`config.mk`:
```
export PLATFORM = sky130hd
export DESIGN_NAME = two_gate_speed_measure_unit
export DESIGN_NICKNAME = d
export VERILOG_FILES = /design/src/design/tgsm_pkg.sv /design/src/design/tgsm_divider.sv /design/src/design/two_gate_speed_measure_unit.sv
export SDC_FILE = /design/constraint.sdc
export NUM_CORES = 2
export LEC_CHECK = 0
export BUFFER_PORTS_ARGS = -buffer_cell sky130_fd_sc_hd__buf_4
export CORE_MARGIN = 2
export CORE_UTILIZATION = 53
export CTS_CLUSTER_DIAMETER = 60
export DETAILED_ROUTE_END_ITERATION = 10
export PLACE_DENSITY = 0.69
export SLEW_MARGIN = 0
export SYNTH_ARGS = -nofsm -noshare
export SYNTH_HDL_FRONTEND = slang
export SYNTH_SLANG_ARGS = --single-unit
```
`constraint.sdc`:
```
create_clock -name clk -period 36.1 [get_ports clk]
set_input_delay 0 -clock clk [delete_from_list [all_inputs] [get_ports clk]]
set_output_delay 0 -clock clk [all_outputs]
set_load 0.01 [all_outputs]
```
`src/design/tgsm_pkg.sv`:
```
package tgsm_pkg;

    typedef enum logic [1:0] {
        PH_IDLE  = 2'd0,
        PH_LEAD  = 2'd1,
        PH_TRAIL = 2'd2,
        PH_CLEAR = 2'd3
    } phase_t;

    typedef enum logic [3:0] {
        ST_IDLE,
        ST_DIV1,
        ST_DIV2,
        ST_SUM,
        ST_RLO,
        ST_RHI,
        ST_MUL,
        ST_DIV3,
        ST_OUT
    } calc_state_t;

    // register indexes of the configuration port
    localparam logic [2:0] REG_SPACING = 3'd0;
    localparam logic [2:0] REG_RISE    = 3'd1;
    localparam logic [2:0] REG_FALL    = 3'd2;
    localparam logic [2:0] REG_PINS_A  = 3'd3;
    localparam logic [2:0] REG_PINS_B  = 3'd4;

    // event kinds of a result transaction
    localparam logic [1:0] KIND_LEAD_ON  = 2'd0;
    localparam logic [1:0] KIND_TRAIL_ON = 2'd1;
    localparam logic [1:0] KIND_LEAD_OFF = 2'd2;
    localparam logic [1:0] KIND_DONE     = 2'd3;
    localparam logic [1:0] DIR_NONE  = 2'd0;
    localparam logic [1:0] DIR_AB    = 2'd1;
    localparam logic [1:0] DIR_BA    = 2'd2;

    // divide by five as (x * ceil(2^38 / 5)) >> 38, exact for x below 2^35
    localparam logic [17:0] RECIP5_LO   = 18'h0CCCD;
    localparam logic [17:0] RECIP5_HI   = 18'h33333;
    // 5 * 2^32: at or above this the speed saturates
    localparam logic [63:0] SPEED_SAT_X = 64'h0000_0005_0000_0000;

    // divider request: 64-bit numerator over 64-bit divisor
    typedef struct packed {
        logic        start;
        logic [63:0] num;
        logic [63:0] den;
    } div_req_t;

    typedef struct packed {
        logic        done;
        logic [63:0] quot;
    } div_rsp_t;

endpackage

```
`src/design/tgsm_divider.sv`:
```
module tgsm_divider
(
    input  logic               clk,
    input  logic               rst_n,
    input  tgsm_pkg::div_req_t req,
    output tgsm_pkg::div_rsp_t rsp
);

    logic [63:0] rem_reg, rem_next;
    logic [63:0] quot_reg, quot_next;
    logic [63:0] den_reg, den_next;
    logic [6:0]  cnt_reg, cnt_next;
    logic        busy_reg, busy_next;
    logic        done_reg, done_next;
    logic [64:0] trial;

    // restoring division, one quotient bit per cycle
    always_comb
    begin
        rem_next  = rem_reg;
        quot_next = quot_reg;
        den_next  = den_reg;
        cnt_next  = cnt_reg;
        busy_next = busy_reg;
        done_next = 1'b0;
        trial     = {rem_reg, quot_reg[63]} - {1'b0, den_reg};
        if (req.start)
        begin
            rem_next  = '0;
            quot_next = req.num;
            den_next  = req.den;
            cnt_next  = 7'd64;
            busy_next = 1'b1;
        end
        else if (busy_reg)
        begin
            if (!trial[64])
            begin
                rem_next  = trial[63:0];
                quot_next = {quot_reg[62:0], 1'b1};
            end
            else
            begin
                rem_next  = {rem_reg[62:0], quot_reg[63]};
                quot_next = {quot_reg[62:0], 1'b0};
            end
            cnt_next = cnt_reg - 7'd1;
            if (cnt_reg == 7'd1)
            begin
                busy_next = 1'b0;
                done_next = 1'b1;
            end
        end
    end

    always_ff @(posedge clk or negedge rst_n)
    begin
        if (!rst_n)
        begin
            busy_reg <= 1'b0;
            done_reg <= 1'b0;
            cnt_reg  <= '0;
        end
        else
        begin
            busy_reg <= busy_next;
            done_reg <= done_next;
            cnt_reg  <= cnt_next;
        end
    end

    always_ff @(posedge clk)
    begin
        rem_reg  <= rem_next;
        quot_reg <= quot_next;
        den_reg  <= den_next;
    end

    assign rsp.done = done_reg;
    assign rsp.quot = quot_reg;

endmodule

```
`src/design/two_gate_speed_measure_unit.sv`:
```
// channel   direction  handshake        payload
// in        input      in_valid/stall   action, pin_bits, pin_level, edge_rising, time_us
// out       output     out_valid/stall  event_kind, direction, speed_m_per_h, ...
// cfg       input      cfg_valid/ready  cfg_index, cfg_data
// An edge that does not close a measurement writes any event it reports to the output
// register, and input is stalled while that register is full and out_stall is high.
// The closing edge starts up to three runs of the shared divider, with sum, reciprocal and
// multiply steps between them, and input is stalled until the result goes out.
// rst_n clears beams, sequencer, counters and configuration to their reset values.
module two_gate_speed_measure_unit
#(
    parameter int PIN_COUNT   = 16,
    parameter int TALLY_WIDTH = 8,
    parameter int TIME_WIDTH  = 32
)
(
    input  logic        clk,
    input  logic        rst_n,
    input  logic        in_valid,
    output logic        in_stall,
    input  logic        action,
    input  logic [15:0] pin_bits,
    input  logic        pin_level,
    input  logic        edge_rising,
    input  logic [31:0] time_us,
    output logic        out_valid,
    input  logic        out_stall,
    output logic [1:0]  event_kind,
    output logic [1:0]  direction,
    output logic [31:0] speed_m_per_h,
    output logic signed [31:0] accel_mm_per_s2,
    output logic [31:0] pass_count,
    output logic        calc_error,
    input  logic        cfg_valid,
    output logic        cfg_ready,
    input  logic [2:0]  cfg_index,
    input  logic [15:0] cfg_data
);

    localparam int PW = (PIN_COUNT < 16) ? PIN_COUNT : 16;
    localparam int TW = TIME_WIDTH;

    logic [15:0] spacing_reg;
    logic [7:0]  rise_q_reg, fall_q_reg;
    logic [15:0] pins_a_reg, pins_b_reg;

    logic blk_a_reg, blk_b_reg, blk_a_next, blk_b_next;
    logic [TALLY_WIDTH-1:0] tal_a_reg, tal_b_reg, tal_a_next, tal_b_next;
    logic [TW-1:0] rise_a_reg, rise_b_reg, fall_a_reg, fall_b_reg;
    logic [TW-1:0] rise_a_next, rise_b_next, fall_a_next, fall_b_next;
    logic [TW-1:0] cap0_reg, cap1_reg, cap2_reg, cap3_reg;
    logic [TW-1:0] cap0_next, cap1_next, cap2_next, cap3_next;
    tgsm_pkg::phase_t phase_reg, phase_next;
    logic b_leads_reg, b_leads_next;
    logic [1:0] dir_reg, dir_next;
    logic [31:0] passes_reg, passes_next;

    logic        ov_reg;
    logic [1:0]  o_kind_reg, o_dir_reg;
    logic [31:0] o_speed_reg, o_accel_reg, o_pass_reg;
    logic        o_err_reg;

    tgsm_pkg::calc_state_t cst_reg, cst_next;
    logic [63:0] v1_reg, v1_next, v2_reg, v2_next, mul_reg, mul_next;
    logic [63:0] prod_reg, prod_next;
    logic [31:0] spd_reg, spd_next;
    logic [TW-1:0] i1_reg, i1_next, i2_reg, i2_next, i3_reg, i3_next;
    tgsm_pkg::div_req_t dreq;
    tgsm_pkg::div_rsp_t drsp;

    logic accept, emit, start_calc;
    logic [1:0] kind;
    logic       lead_st, trail_st;
    logic [TW-1:0] t, tmp_i1, tmp_i2, avg;
    logic [63:0] diff, q;
    logic [71:0] recip;
    logic neg;
    logic [31:0] f_speed, f_accel;
    logic f_err, fin;

    tgsm_divider u_div (.clk(clk), .rst_n(rst_n), .req(dreq), .rsp(drsp));

    assign in_stall  = (cst_reg != tgsm_pkg::ST_IDLE) || (ov_reg && out_stall);
    assign accept    = in_valid && !in_stall;
    assign cfg_ready = 1'b1;
    assign t = TW'(time_us);

    // beam qualification and the four-phase sequencer
    always_comb
    begin
        blk_a_next = blk_a_reg; blk_b_next = blk_b_reg;
        tal_a_next = tal_a_reg; tal_b_next = tal_b_reg;
        rise_a_next = rise_a_reg; rise_b_next = rise_b_reg;
        fall_a_next = fall_a_reg; fall_b_next = fall_b_reg;
        cap0_next = cap0_reg; cap1_next = cap1_reg;
        cap2_next = cap2_reg; cap3_next = cap3_reg;
        phase_next = phase_reg; b_leads_next = b_leads_reg;
        dir_next = dir_reg; passes_next = passes_reg;
        emit = 1'b0; start_calc = 1'b0; kind = '0;
        lead_st = 1'b0; trail_st = 1'b0;
        if (accept)
        begin
            if (action)
            begin
                phase_next = tgsm_pkg::PH_IDLE; dir_next = tgsm_pkg::DIR_NONE;
                blk_a_next = 1'b0; blk_b_next = 1'b0;
                tal_a_next = '0; tal_b_next = '0;
            end
            else
            begin
                if ((pins_a_reg[PW-1:0] & pin_bits[PW-1:0]) != '0)
                begin
                    if (blk_a_reg && !pin_level && !edge_rising)
                    begin
                        tal_a_next = tal_a_reg + 1'b1;
                        if (32'(tal_a_next) >= 32'(fall_q_reg))
                        begin
                            blk_a_next = 1'b0; tal_a_next = '0; fall_a_next = t;
                        end
                    end
                    else if (!blk_a_reg && pin_level && edge_rising)
                    begin
                        tal_a_next = tal_a_reg + 1'b1;
                        if (32'(tal_a_next) >= 32'(rise_q_reg))
                        begin
                            blk_a_next = 1'b1; tal_a_next = '0; rise_a_next = t;
                        end
                    end
                end
                if ((pins_b_reg[PW-1:0] & pin_bits[PW-1:0]) != '0)
                begin
                    if (blk_b_reg && !pin_level && !edge_rising)
                    begin
                        tal_b_next = tal_b_reg + 1'b1;
                        if (32'(tal_b_next) >= 32'(fall_q_reg))
                        begin
                            blk_b_next = 1'b0; tal_b_next = '0; fall_b_next = t;
                        end
                    end
                    else if (!blk_b_reg && pin_level && edge_rising)
                    begin
                        tal_b_next = tal_b_reg + 1'b1;
                        if (32'(tal_b_next) >= 32'(rise_q_reg))
                        begin
                            blk_b_next = 1'b1; tal_b_next = '0; rise_b_next = t;
                        end
                    end
                end
                lead_st  = b_leads_reg ? blk_b_next : blk_a_next;
                trail_st = b_leads_reg ? blk_a_next : blk_b_next;
                unique case (phase_reg)
                    tgsm_pkg::PH_IDLE:
                    begin
                        if (blk_a_next && blk_b_next)
                        begin
                            blk_a_next = 1'b0; blk_b_next = 1'b0;
                            tal_a_next = '0; tal_b_next = '0;
                        end
                        else if (blk_a_next || blk_b_next)
                        begin
                            b_leads_next = blk_b_next;
                            cap0_next = blk_b_next ? rise_b_next : rise_a_next;
                            phase_next = tgsm_pkg::PH_LEAD;
                            emit = 1'b1; kind = tgsm_pkg::KIND_LEAD_ON;
                        end
                    end
                    tgsm_pkg::PH_LEAD:
                    begin
                        if (trail_st)
                        begin
                            cap1_next = b_leads_reg ? rise_a_next : rise_b_next;
                            phase_next = tgsm_pkg::PH_TRAIL;
                            emit = 1'b1; kind = tgsm_pkg::KIND_TRAIL_ON;
                        end
                    end
                    tgsm_pkg::PH_TRAIL:
                    begin
                        if (!lead_st)
                        begin
                            cap2_next = b_leads_reg ? fall_b_next : fall_a_next;
                            phase_next = tgsm_pkg::PH_CLEAR;
                            emit = 1'b1; kind = tgsm_pkg::KIND_LEAD_OFF;
                        end
                    end
                    tgsm_pkg::PH_CLEAR:
                    begin
                        if (!trail_st)
                        begin
                            cap3_next = b_leads_reg ? fall_a_next : fall_b_next;
                            phase_next = tgsm_pkg::PH_IDLE;
                            dir_next = b_leads_reg ? tgsm_pkg::DIR_BA : tgsm_pkg::DIR_AB;
                            passes_next = passes_reg + 32'd1;
                            start_calc = 1'b1;
                        end
                    end
                    default: ;
                endcase
            end
        end
    end

    // measurement sequencer around the shared divider
    always_comb
    begin
        cst_next = cst_reg;
        v1_next = v1_reg; v2_next = v2_reg; mul_next = mul_reg;
        prod_next = prod_reg; spd_next = spd_reg;
        i1_next = i1_reg; i2_next = i2_reg; i3_next = i3_reg;
        dreq = '0;
        fin = 1'b0; f_speed = '0; f_accel = '0; f_err = 1'b0;
        tmp_i1 = cap1_next - cap0_next;
        tmp_i2 = cap3_next - cap2_next;
        avg = (tmp_i1 >> 1) + (tmp_i2 >> 1) + TW'(tmp_i1[0] & tmp_i2[0]);
        neg  = v2_reg < v1_reg;
        diff = neg ? v1_reg - v2_reg : v2_reg - v1_reg;
        recip = '0;
        q    = drsp.quot;
        unique case (cst_reg)
            tgsm_pkg::ST_IDLE:
            begin
                if (start_calc)
                begin
                    i1_next = tmp_i1; i2_next = tmp_i2;
                    i3_next = (cap2_next - cap1_next) + avg;
                    mul_next = 64'(spacing_reg) * 64'd1000000;
                    cst_next = tgsm_pkg::ST_DIV1;
                    if (tmp_i1 == '0 || tmp_i2 == '0)
                        cst_next = tgsm_pkg::ST_OUT;
                    else
                    begin
                        dreq.start = 1'b1;
                        dreq.num = 64'(spacing_reg) * 64'd1000000;
                        dreq.den = 64'(tmp_i1);
                    end
                end
            end
            tgsm_pkg::ST_DIV1:
            begin
                if (drsp.done)
                begin
                    v1_next = q;
                    dreq.start = 1'b1; dreq.num = mul_reg; dreq.den = 64'(i2_reg);
                    cst_next = tgsm_pkg::ST_DIV2;
                end
            end
            tgsm_pkg::ST_DIV2:
            begin
                if (drsp.done)
                begin
                    v2_next = q;
                    cst_next = tgsm_pkg::ST_SUM;
                end
            end
            tgsm_pkg::ST_SUM:
            begin
                // nine times the velocity sum, divided by five below
                mul_next = (v1_reg + v2_reg) * 64'd9;
                cst_next = tgsm_pkg::ST_RLO;
            end
            tgsm_pkg::ST_RLO:
            begin
                prod_next = {29'd0, mul_reg[34:0]} * {46'd0, tgsm_pkg::RECIP5_LO};
                cst_next = tgsm_pkg::ST_RHI;
            end
            tgsm_pkg::ST_RHI:
            begin
                recip = (({37'd0, mul_reg[34:0]} * {54'd0, tgsm_pkg::RECIP5_HI}) << 18)
                        + {8'd0, prod_reg};
                spd_next = (mul_reg >= tgsm_pkg::SPEED_SAT_X) ? 32'hFFFF_FFFF : recip[69:38];
                cst_next = tgsm_pkg::ST_MUL;
            end
            tgsm_pkg::ST_MUL:
            begin
                // diff fits 36 bits, so diff*1e6 stays within 64 bits
                mul_next = diff * 64'd1000000;
                cst_next = tgsm_pkg::ST_DIV3;
                if (i3_reg != '0)
                begin
                    dreq.start = 1'b1;
                    dreq.num = diff * 64'd1000000;
                    dreq.den = 64'(i3_reg);
                end
                else
                    cst_next = tgsm_pkg::ST_OUT;
            end
            tgsm_pkg::ST_DIV3:
            begin
                if (drsp.done)
                    cst_next = tgsm_pkg::ST_OUT;
            end
            tgsm_pkg::ST_OUT:
            begin
                if (!(ov_reg && out_stall))
                begin
                    fin = 1'b1;
                    cst_next = tgsm_pkg::ST_IDLE;
                    if (i1_reg == '0 || i2_reg == '0)
                    begin
                        f_err = 1'b1; f_speed = 32'hFFFF_FFFF;
                        if (i1_reg == '0 && i2_reg == '0) f_accel = '0;
                        else if (i1_reg == '0) f_accel = 32'h8000_0000;
                        else f_accel = 32'h7FFF_FFFF;
                    end
                    else
                    begin
                        f_speed = spd_reg;
                        if (i3_reg == '0)
                        begin
                            f_err = 1'b1;
                            f_accel = (diff == '0) ? 32'd0 :
                                      (neg ? 32'h8000_0000 : 32'h7FFF_FFFF);
                        end
                        else if (neg)
                            f_accel = (q >= 64'h8000_0000) ? 32'h8000_0000 : 32'd0 - q[31:0];
                        else
                            f_accel = (q > 64'h7FFF_FFFF) ? 32'h7FFF_FFFF : q[31:0];
                    end
                end
            end
            default: cst_next = tgsm_pkg::ST_IDLE;
        endcase
    end

    // configuration and control state
    always_ff @(posedge clk or negedge rst_n)
    begin
        if (!rst_n)
        begin
            spacing_reg <= 16'd540; rise_q_reg <= 8'd1; fall_q_reg <= 8'd1;
            pins_a_reg <= 16'h00FF; pins_b_reg <= 16'hFF00;
            blk_a_reg <= 1'b0; blk_b_reg <= 1'b0; tal_a_reg <= '0; tal_b_reg <= '0;
            rise_a_reg <= '0; rise_b_reg <= '0; fall_a_reg <= '0; fall_b_reg <= '0;
            cap0_reg <= '0; cap1_reg <= '0; cap2_reg <= '0; cap3_reg <= '0;
            phase_reg <= tgsm_pkg::PH_IDLE; b_leads_reg <= 1'b0;
            dir_reg <= tgsm_pkg::DIR_NONE; passes_reg <= '0;
            cst_reg <= tgsm_pkg::ST_IDLE; ov_reg <= 1'b0;
        end
        else
        begin
            if (cfg_valid)
            begin
                unique case (cfg_index)
                    tgsm_pkg::REG_SPACING: spacing_reg <= cfg_data;
                    tgsm_pkg::REG_RISE:    rise_q_reg  <= cfg_data[7:0];
                    tgsm_pkg::REG_FALL:    fall_q_reg  <= cfg_data[7:0];
                    tgsm_pkg::REG_PINS_A:  pins_a_reg  <= cfg_data;
                    tgsm_pkg::REG_PINS_B:  pins_b_reg  <= cfg_data;
                    default: ;
                endcase
            end
            blk_a_reg <= blk_a_next; blk_b_reg <= blk_b_next;
            tal_a_reg <= tal_a_next; tal_b_reg <= tal_b_next;
            rise_a_reg <= rise_a_next; rise_b_reg <= rise_b_next;
            fall_a_reg <= fall_a_next; fall_b_reg <= fall_b_next;
            cap0_reg <= cap0_next; cap1_reg <= cap1_next;
            cap2_reg <= cap2_next; cap3_reg <= cap3_next;
            phase_reg <= phase_next; b_leads_reg <= b_leads_next;
            dir_reg <= dir_next; passes_reg <= passes_next;
            cst_reg <= cst_next;
            if (emit || fin) ov_reg <= 1'b1;
            else if (!out_stall) ov_reg <= 1'b0;
        end
    end

    // measurement data and output register
    always_ff @(posedge clk)
    begin
        v1_reg <= v1_next; v2_reg <= v2_next; mul_reg <= mul_next;
        prod_reg <= prod_next; spd_reg <= spd_next;
        i1_reg <= i1_next; i2_reg <= i2_next; i3_reg <= i3_next;
        if (emit)
        begin
            o_kind_reg <= kind; o_dir_reg <= dir_next;
            o_speed_reg <= '0; o_accel_reg <= '0; o_err_reg <= 1'b0;
            o_pass_reg <= passes_next;
        end
        else if (fin)
        begin
            o_kind_reg <= tgsm_pkg::KIND_DONE; o_dir_reg <= dir_reg;
            o_speed_reg <= f_speed; o_accel_reg <= f_accel; o_err_reg <= f_err;
            o_pass_reg <= passes_reg;
        end
    end

    assign out_valid       = ov_reg;
    assign event_kind      = o_kind_reg;
    assign direction       = o_dir_reg;
    assign speed_m_per_h   = o_speed_reg;
    assign accel_mm_per_s2 = o_accel_reg;
    assign pass_count      = o_pass_reg;
    assign calc_error      = o_err_reg;

endmodule

```
Yosys cells after proc, flatten, opt, wreduce, memory -nomap -nowiden
Index checks and enable logic that the tools add are counted.
Widths: inputs -> output; s select.
{"block": "op_classes", "n_eq_ne": 27, "n_mul": 5, "addsub": 16, "n_mux": 161, "n_bitwise": 5, "n_lt_le_gt_ge": 8, "reduce_logical": 51}
{"op": "$mux 32", "n": 55}
{"op": "$mux 129", "n": 4}
{"op": "$pmux 129 s3", "n": 1}
{"op": "$mux 64", "n": 5}
{"op": "$pmux 64 s3", "n": 1}
{"op": "$logic_not 32->1", "n": 5}
{"op": "$mux 8", "n": 16}
{"op": "$sub 64x64->64", "n": 2}
{"op": "$sub 32x32->32", "n": 3}
{"op": "$add 70x51->70", "n": 1}
{"op": "$sub 65x64->65", "n": 1}
{"op": "$add 64x64->64", "n": 1}
{"op": "$ge 64x32->1 const B", "n": 1}
{"op": "$ge 64x35->1 const B", "n": 1}
{"op": "$gt 64x31->1 const B", "n": 1}
{"op": "$logic_not 64->1", "n": 1}
{"op": "$lt 64x64->1", "n": 1}
{"op": "$mul 64x14->58 const B", "n": 1}
{"op": "$mul 64x4->64 const B", "n": 1}
{"op": "$mul 35x18->52 const B", "n": 1}
{"op": "$mul 35x16->51 const B", "n": 1}
{"op": "$mux 1", "n": 48}
{"op": "$mux 2", "n": 18}
{"op": "$pmux 4 s9", "n": 1}
{"op": "other kinds (44)", "n": 102}
{"block": "word_totals", "inputBits": 75, "out_inout_bits": 104, "ff_bits": 1053}

Logic depth before layout (Yosys ltp)
{"block": "depth", "ltp_word": 21, "depth_mapped": 49, "mapped_depth_nobuf": 46}

By module
From an unflattened synthesis, not the netlist that was laid out.
{"block": "hier_totals", "hier_cells": 10818, "hier_area_um2": 99431.6}
{"mod": "two_gate_speed_measure_unit", "area_each_um2": 87777.9, "instances": 1, "cells_per_inst": 9619}
{"mod": "tgsm_divider", "area_each_um2": 11653.7, "instances": 1, "cells_per_inst": 1199}

Worst setup path before layout
Ideal clock, no wire load.
{"block": "synth_timing", "path_kind": "register to register", "start": "reg tal_a_reg[0]", "end": "reg u_div.quot_reg[0] (enable)", "arrival_ns": 10.902, "path_stages_with_launch": 33, "required_ns": 35.410, "setup_ns": 0.690, "period_less_slack_ns": 11.592, "slack_ns": 24.508, "path_cell_list": "dfrtp_1 ha_1 and3_1 xor2_1 ha_1 nand3_1 nand2_1 a41oi_1 a2111oi_0 o22a_1 and4_1 nor2_1 clkbuf_1 inv_1 buf_1 nor2_1 a221oi_1 ha_1 a21oi_1 o31ai_1 o21ba_2 o41ai_1 or3_1 o22ai_1 o21ai_0 xnor2_1 nand2_1 or4_1 or4_1 a31oi_1 clkbuf_1 clkbuf_1 nand2_1"}
{"block": "synth_via", "elab_cells_between_ends": 55}
{"element": "start, declared", "line": "two_gate_speed_measure_unit.sv:48", "text": "logic [TALLY_WIDTH-1:0] tal_a_reg, tal_b_reg, tal_a_next, tal_b_next;"}
{"element": "start signal, assigned", "line": "two_gate_speed_measure_unit.sv:352", "text": "tal_a_reg <= tal_a_next; tal_b_reg <= tal_b_next;"}
{"element": "$add 8x1->8 (*)", "line": "two_gate_speed_measure_unit.sv:115, two_gate_speed_measure_unit.sv:123"}
{"element": "$ge 8x8->1", "line": "two_gate_speed_measure_unit.sv:124", "text": "if (32'(tal_a_next) >= 32'(rise_q_reg))"}
{"element": "$mux 1", "line": "two_gate_speed_measure_unit.sv:124"}
{"element": "$mux 1", "line": "two_gate_speed_measure_unit.sv:121", "text": "else if (!blk_a_reg && pin_level && edge_rising)"}
{"element": "$mux 1", "line": "two_gate_speed_measure_unit.sv:113", "text": "if (blk_a_reg && !pin_level && !edge_rising)"}
{"element": "$mux 1", "line": "two_gate_speed_measure_unit.sv:111", "text": "if ((pins_a_reg[PW-1:0] & pin_bits[PW-1:0]) != '0)"}
{"element": "$mux 1", "line": "two_gate_speed_measure_unit.sv:103", "text": "if (action)"}
{"element": "$mux 1", "line": "two_gate_speed_measure_unit.sv:101", "text": "if (accept)"}
{"element": "[... 5 more ...]"}
{"element": "via cap3_next[18]", "line": "two_gate_speed_measure_unit.sv:52", "text": "logic [TW-1:0] cap0_next, cap1_next, cap2_next, cap3_next;"}
{"element": "$sub 32x32->32 (*)", "line": "two_gate_speed_measure_unit.sv:212", "text": "tmp_i2 = cap3_next - cap2_next;"}
{"element": "$logic_not 32->1 (*)", "line": "two_gate_speed_measure_unit.sv:227", "text": "if (tmp_i1 == '0 || tmp_i2 == '0)"}
{"element": "$logic_or 1x1->1 (*)", "line": "two_gate_speed_measure_unit.sv:227"}
{"element": "$mux 129 (*)", "line": "two_gate_speed_measure_unit.sv:227"}
{"element": "$mux 129 (*)", "line": "two_gate_speed_measure_unit.sv:221", "text": "if (start_calc)"}
{"element": "$pmux 129 s3 (*)", "line": "two_gate_speed_measure_unit.sv:218", "text": "unique case (cst_reg)"}
{"element": "$reduce_bool 2->1 (no source line) (*)"}
{"element": "end signal, assigned", "line": "tgsm_divider.sv:75", "text": "quot_reg <= quot_next;"}
{"element": "end, declared", "line": "tgsm_divider.sv:10", "text": "logic [63:0] quot_reg, quot_next;"}
The timed path passes the listed nets; every way through them passes the cells marked *. The select of a mux whose other input is x is not followed.
A chain may end at the register's enable or synchronous reset.

Worst setup path in the final report
{"block": "layout_timing", "start": "reg v1_reg[7]", "end": "reg u_div.quot_reg[59], data pin"}
{"block": "layout_via", "elab_chain_cells": 6, "elab_cells_between_ends": 8}
{"element": "start, declared", "line": "two_gate_speed_measure_unit.sv:64", "text": "logic [63:0] v1_reg, v1_next, v2_reg, v2_next, mul_reg, mul_next;"}
{"element": "start signal, assigned", "line": "two_gate_speed_measure_unit.sv:368", "text": "v1_reg <= v1_next; v2_reg <= v2_next; mul_reg <= mul_next;"}
{"element": "$sub 64x64->64 / $lt 64x64->1 (equally long branches)", "line": "two_gate_speed_measure_unit.sv:215, two_gate_speed_measure_unit.sv:214"}
{"element": "$mux 64 (*)", "line": "two_gate_speed_measure_unit.sv:215", "text": "diff = neg ? v1_reg - v2_reg : v2_reg - v1_reg;"}
{"element": "$mul 64x14->58 (*)", "line": "two_gate_speed_measure_unit.sv:280", "text": "dreq.num = diff * 64'd1000000;"}
{"element": "$mux 129 (*)", "line": "two_gate_speed_measure_unit.sv:277", "text": "if (i3_reg != '0)"}
{"element": "$pmux 129 s3 (*)", "line": "two_gate_speed_measure_unit.sv:218"}
{"element": "$mux 64 (*)", "line": "tgsm_divider.sv:27", "text": "if (req.start)"}
{"element": "via u_div.quot_next[59]", "line": "tgsm_divider.sv:10"}
The timed path passes the listed nets; every way through them passes the cells marked *.

==> flow_metrics.tcl <==
set metrics [dict create \
    worstReg2RegStart "v1_reg[7]$_DFFE_PP_" \
    via_per_inst 5.96 \
    ctsLongestPathBuffers 3 \
    dieArea_mm2 0.184 \
    drt_iter0_drc 6811 \
    grt_util_met1_pct 43.3 \
    ff2ff_setup_slack_ps 24450 \
    setup_tns_ps 0 \
    final_common_cell "inv_1" \
    cts_tree "yes" \
    postSynthCellCount 10400 \
    htreeDepth 3 \
    synth_compound_gate_area_share_pct 16.5 \
    ys_ff_latch 1003 \
    clk_latency_ps 760 \
    root_buffer "clkbuf_16" \
    maxSlewViolCount 0 \
    port-buffer-count 177 \
    cpMostUsedCell "fa_1" \
    grt_setup_unrepaired "false" \
    ys.flop_type "edfxtp_1" \
    period_share_pct 32.3 \
    hold_path.class "in2reg" \
    grt_max_degree 157 \
    ys_seq_area_share_pct 28.1 \
    min_path_cells 3 \
    ant_nets 0 \
    grt.overflow.total 0 \
    critPathCaptureType "flip-flop" \
    drtPass1Iterations 7 \
    grt_util_met2_pct 49.2 \
    synth-async-reset-ratio_pct 38.8 \
    pin_count 179 \
    syn_area_per_cell_um2 9.23 \
    clock.fmax_mhz 85.8 \
    design_area_mm2 0.104 \
    finClkSkew_ps 59.5 \
    hold_viol_final 0 \
    met3_usage_pct 4.70 \
    setup_viol 0 \
    placedInstanceArea_mm2 0.0996 \
    slowest_stage "xor2_1" \
    tightest_slew_ps 1230 \
    fin_nets 12300 \
    drcViolationCount 0 \
    start_kind "flip-flop" \
    grt.busiest_layer "met2" \
    cts_buffers 114 \
    clk_transition_reported_paths_ps 60 \
    synth_top_family_by_area "adder cells" \
    cts_resized 0 \
    fp-row-count 155 \
    final_cell_mix "inv_1, ha_1, nor2_1, nand2_1, fa_1" \
    r2r-end "u_div.quot_reg[59]$_DFFE_PP_" \
    reg2regPathDepth 34 \
    cpPeakStageDelay_ps 720 \
    synth_warnings 0 \
    path_class "reg2reg" \
    syn_area_mm2 0.0957 \
    cp-startpoint "v1_reg[7]$_DFFE_PP_" \
    n_fill_cell 15600 \
    synthToLayoutAreaGrowth_pct 8.85 \
    cp_max_fo 18 \
    hold_start "time_us[31]" \
    grt_pass1_vias 76400 \
    synthXorXnorAreaFrac_pct 5.17 \
    coreArea_mm2 0.179 \
    track_usage_pct 31.1 \
    slew_headroom_pct 15.6 \
    place.gp.congestion 0.985 \
    layout-drive-gt1-share_pct 6.31 \
    syn-num-nets 12200 \
    maxCapViolations 0 \
    muxShareOfSynthArea_pct 3.33 \
    synth-simple-area-share_pct 11.7 \
    grt_pass1_wl_mm 448 \
    postCtsSetupBuffers 0 \
    hold_buffers 76 \
    cts.sinks 1003 \
    fin_crit_ps 11650 \
    initial_utilization_pct 53.5 \
    vias 77100 \
    worst-endpoint-required_ps 36710 \
    hpwl_mm 232 \
    synthAdderAreaFrac_pct 27.8 \
    min_to "rise_b_reg[31]$_DFFE_PN0P_" \
    status "finished clean" \
    yosysUniqueCellTypes 100 \
    antenna_found_initial 6 \
    synth_enable_flop_cells 485 \
    die_x_um 429 \
    die_y_um 429 \
    wirelength_mm 290 \
    wl_per_cell_um 22.4 \
    arrival_ps 12260 \
]
-- how the worst max path moves through the flow --
stage / slack (ps) / endpoint / cells past startpoint
floorplan: 24510 / u_div.quot_reg[0]$_DFFE_PP_ / 32
global placement: 24840 / mul_reg[63]$_DFFE_PP_ / 35
detailed placement: 24720 / mul_reg[63]$_DFFE_PP_ / 35
CTS: 24680 / u_div.quot_reg[59]$_DFFE_PP_ / 34
global route: 23890 / i3_reg[31]$_DFFE_PP_ / 41
finish: 24450 / u_div.quot_reg[59]$_DFFE_PP_ / 34
-- area by class of cell --
class	instances	area (um^2)	area share, %
clock inverter	70	728	0.699
multi-input combinational	7491	62000	59.5
inverter	1510	5670	5.44
tap	2355	2950	2.83
clock buffer	147	3070	2.94
timing repair buffer	352	2870	2.75
sequential	1003	26900	25.8
antenna	4	10.0	0.00961
-- layer usage --
| layer | up-vias | routed length (um) |
|---|---|---|
| li1 | 35900 | - |
| met1 | 37700 | 125000 |
| met2 | 3020 | 131000 |
| met3 | 481 | 21600 |
| met4 | 0 | 11700 |
| met5 | - | 0 |
-- stage by stage --
stage / instances / worst slack, ps / util, % / hold WS [ps]
after floorplan: 10400 / 24510 / - / -296
after global placement: 12600 / 24840 / 55.7 / 102
after detailed placement: 12600 / 24720 / 55.7 / 102
after CTS: 12900 / 24680 / 58.2 / 60.3
after global routing: 12900 / 23890 / 58.2 / 122
final: 12900 / 24450 / 58.2 / 105
-- cells in the mapped netlist (47+ instances only) --
| cell | instances | area [um^2] |
|---|---|---|
| nor4_1 | 78 | 488 |
| o21a_1 | 121 | 908 |
| fa_1 | 662 | 13300 |
| inv_1 | 1501 | 5630 |
| a21o_1 | 216 | 1620 |
| ha_1 | 1067 | 13400 |
| nor3_1 | 229 | 1150 |
| o21bai_1 | 107 | 803 |
| a211oi_1 | 112 | 841 |
| xor2_1 | 171 | 1500 |
| a22o_1 | 47 | 412 |
| mux2i_1 | 231 | 2310 |
| edfxtp_1 | 485 | 14600 |
| o21ai_0 | 639 | 3200 |
| a21oi_1 | 608 | 3040 |
| dfxtp_1 | 129 | 2580 |
| a31oi_1 | 54 | 338 |
| xnor2_1 | 391 | 3420 |
| nand2b_1 | 81 | 507 |
| and3_1 | 59 | 369 |
| a22oi_1 | 102 | 766 |
| or3_1 | 56 | 350 |
| mux2_2 | 76 | 856 |
| o22ai_1 | 47 | 294 |
| nor2b_1 | 75 | 469 |
| nand2_1 | 694 | 2610 |
| nor2_1 | 802 | 3010 |
| nand4_1 | 89 | 557 |
| dfrtp_1 | 367 | 9180 |
| and2_1 | 48 | 300 |
| nand3_1 | 119 | 596 |
| clkbuf_1 | 305 | 1140 |
-- critical path, delay by kind of cell (launching register included) --
kind,cells,cell delay [ps]
fa+ha+maj,7,3070
flops,1,390
mux,1,310
compound gates,12,3840
buf+inv,5,970
xor+xnor,4,1840
simple gates,5,1100
-- kinds of logic after synthesis --
group	after synthesis
AO/OA/AOI/OAI	2454
AND/OR/NAND/NOR	2432
buffers and inverters	1872
adder cells (fa/ha/maj)	1733
flip-flops	1003
XOR/XNOR	563
multiplexers	308
other	1
Power is left out: the tool's default activity adds up to more than one toggle a clock period on the data nets, which glitch-free logic cannot reach.
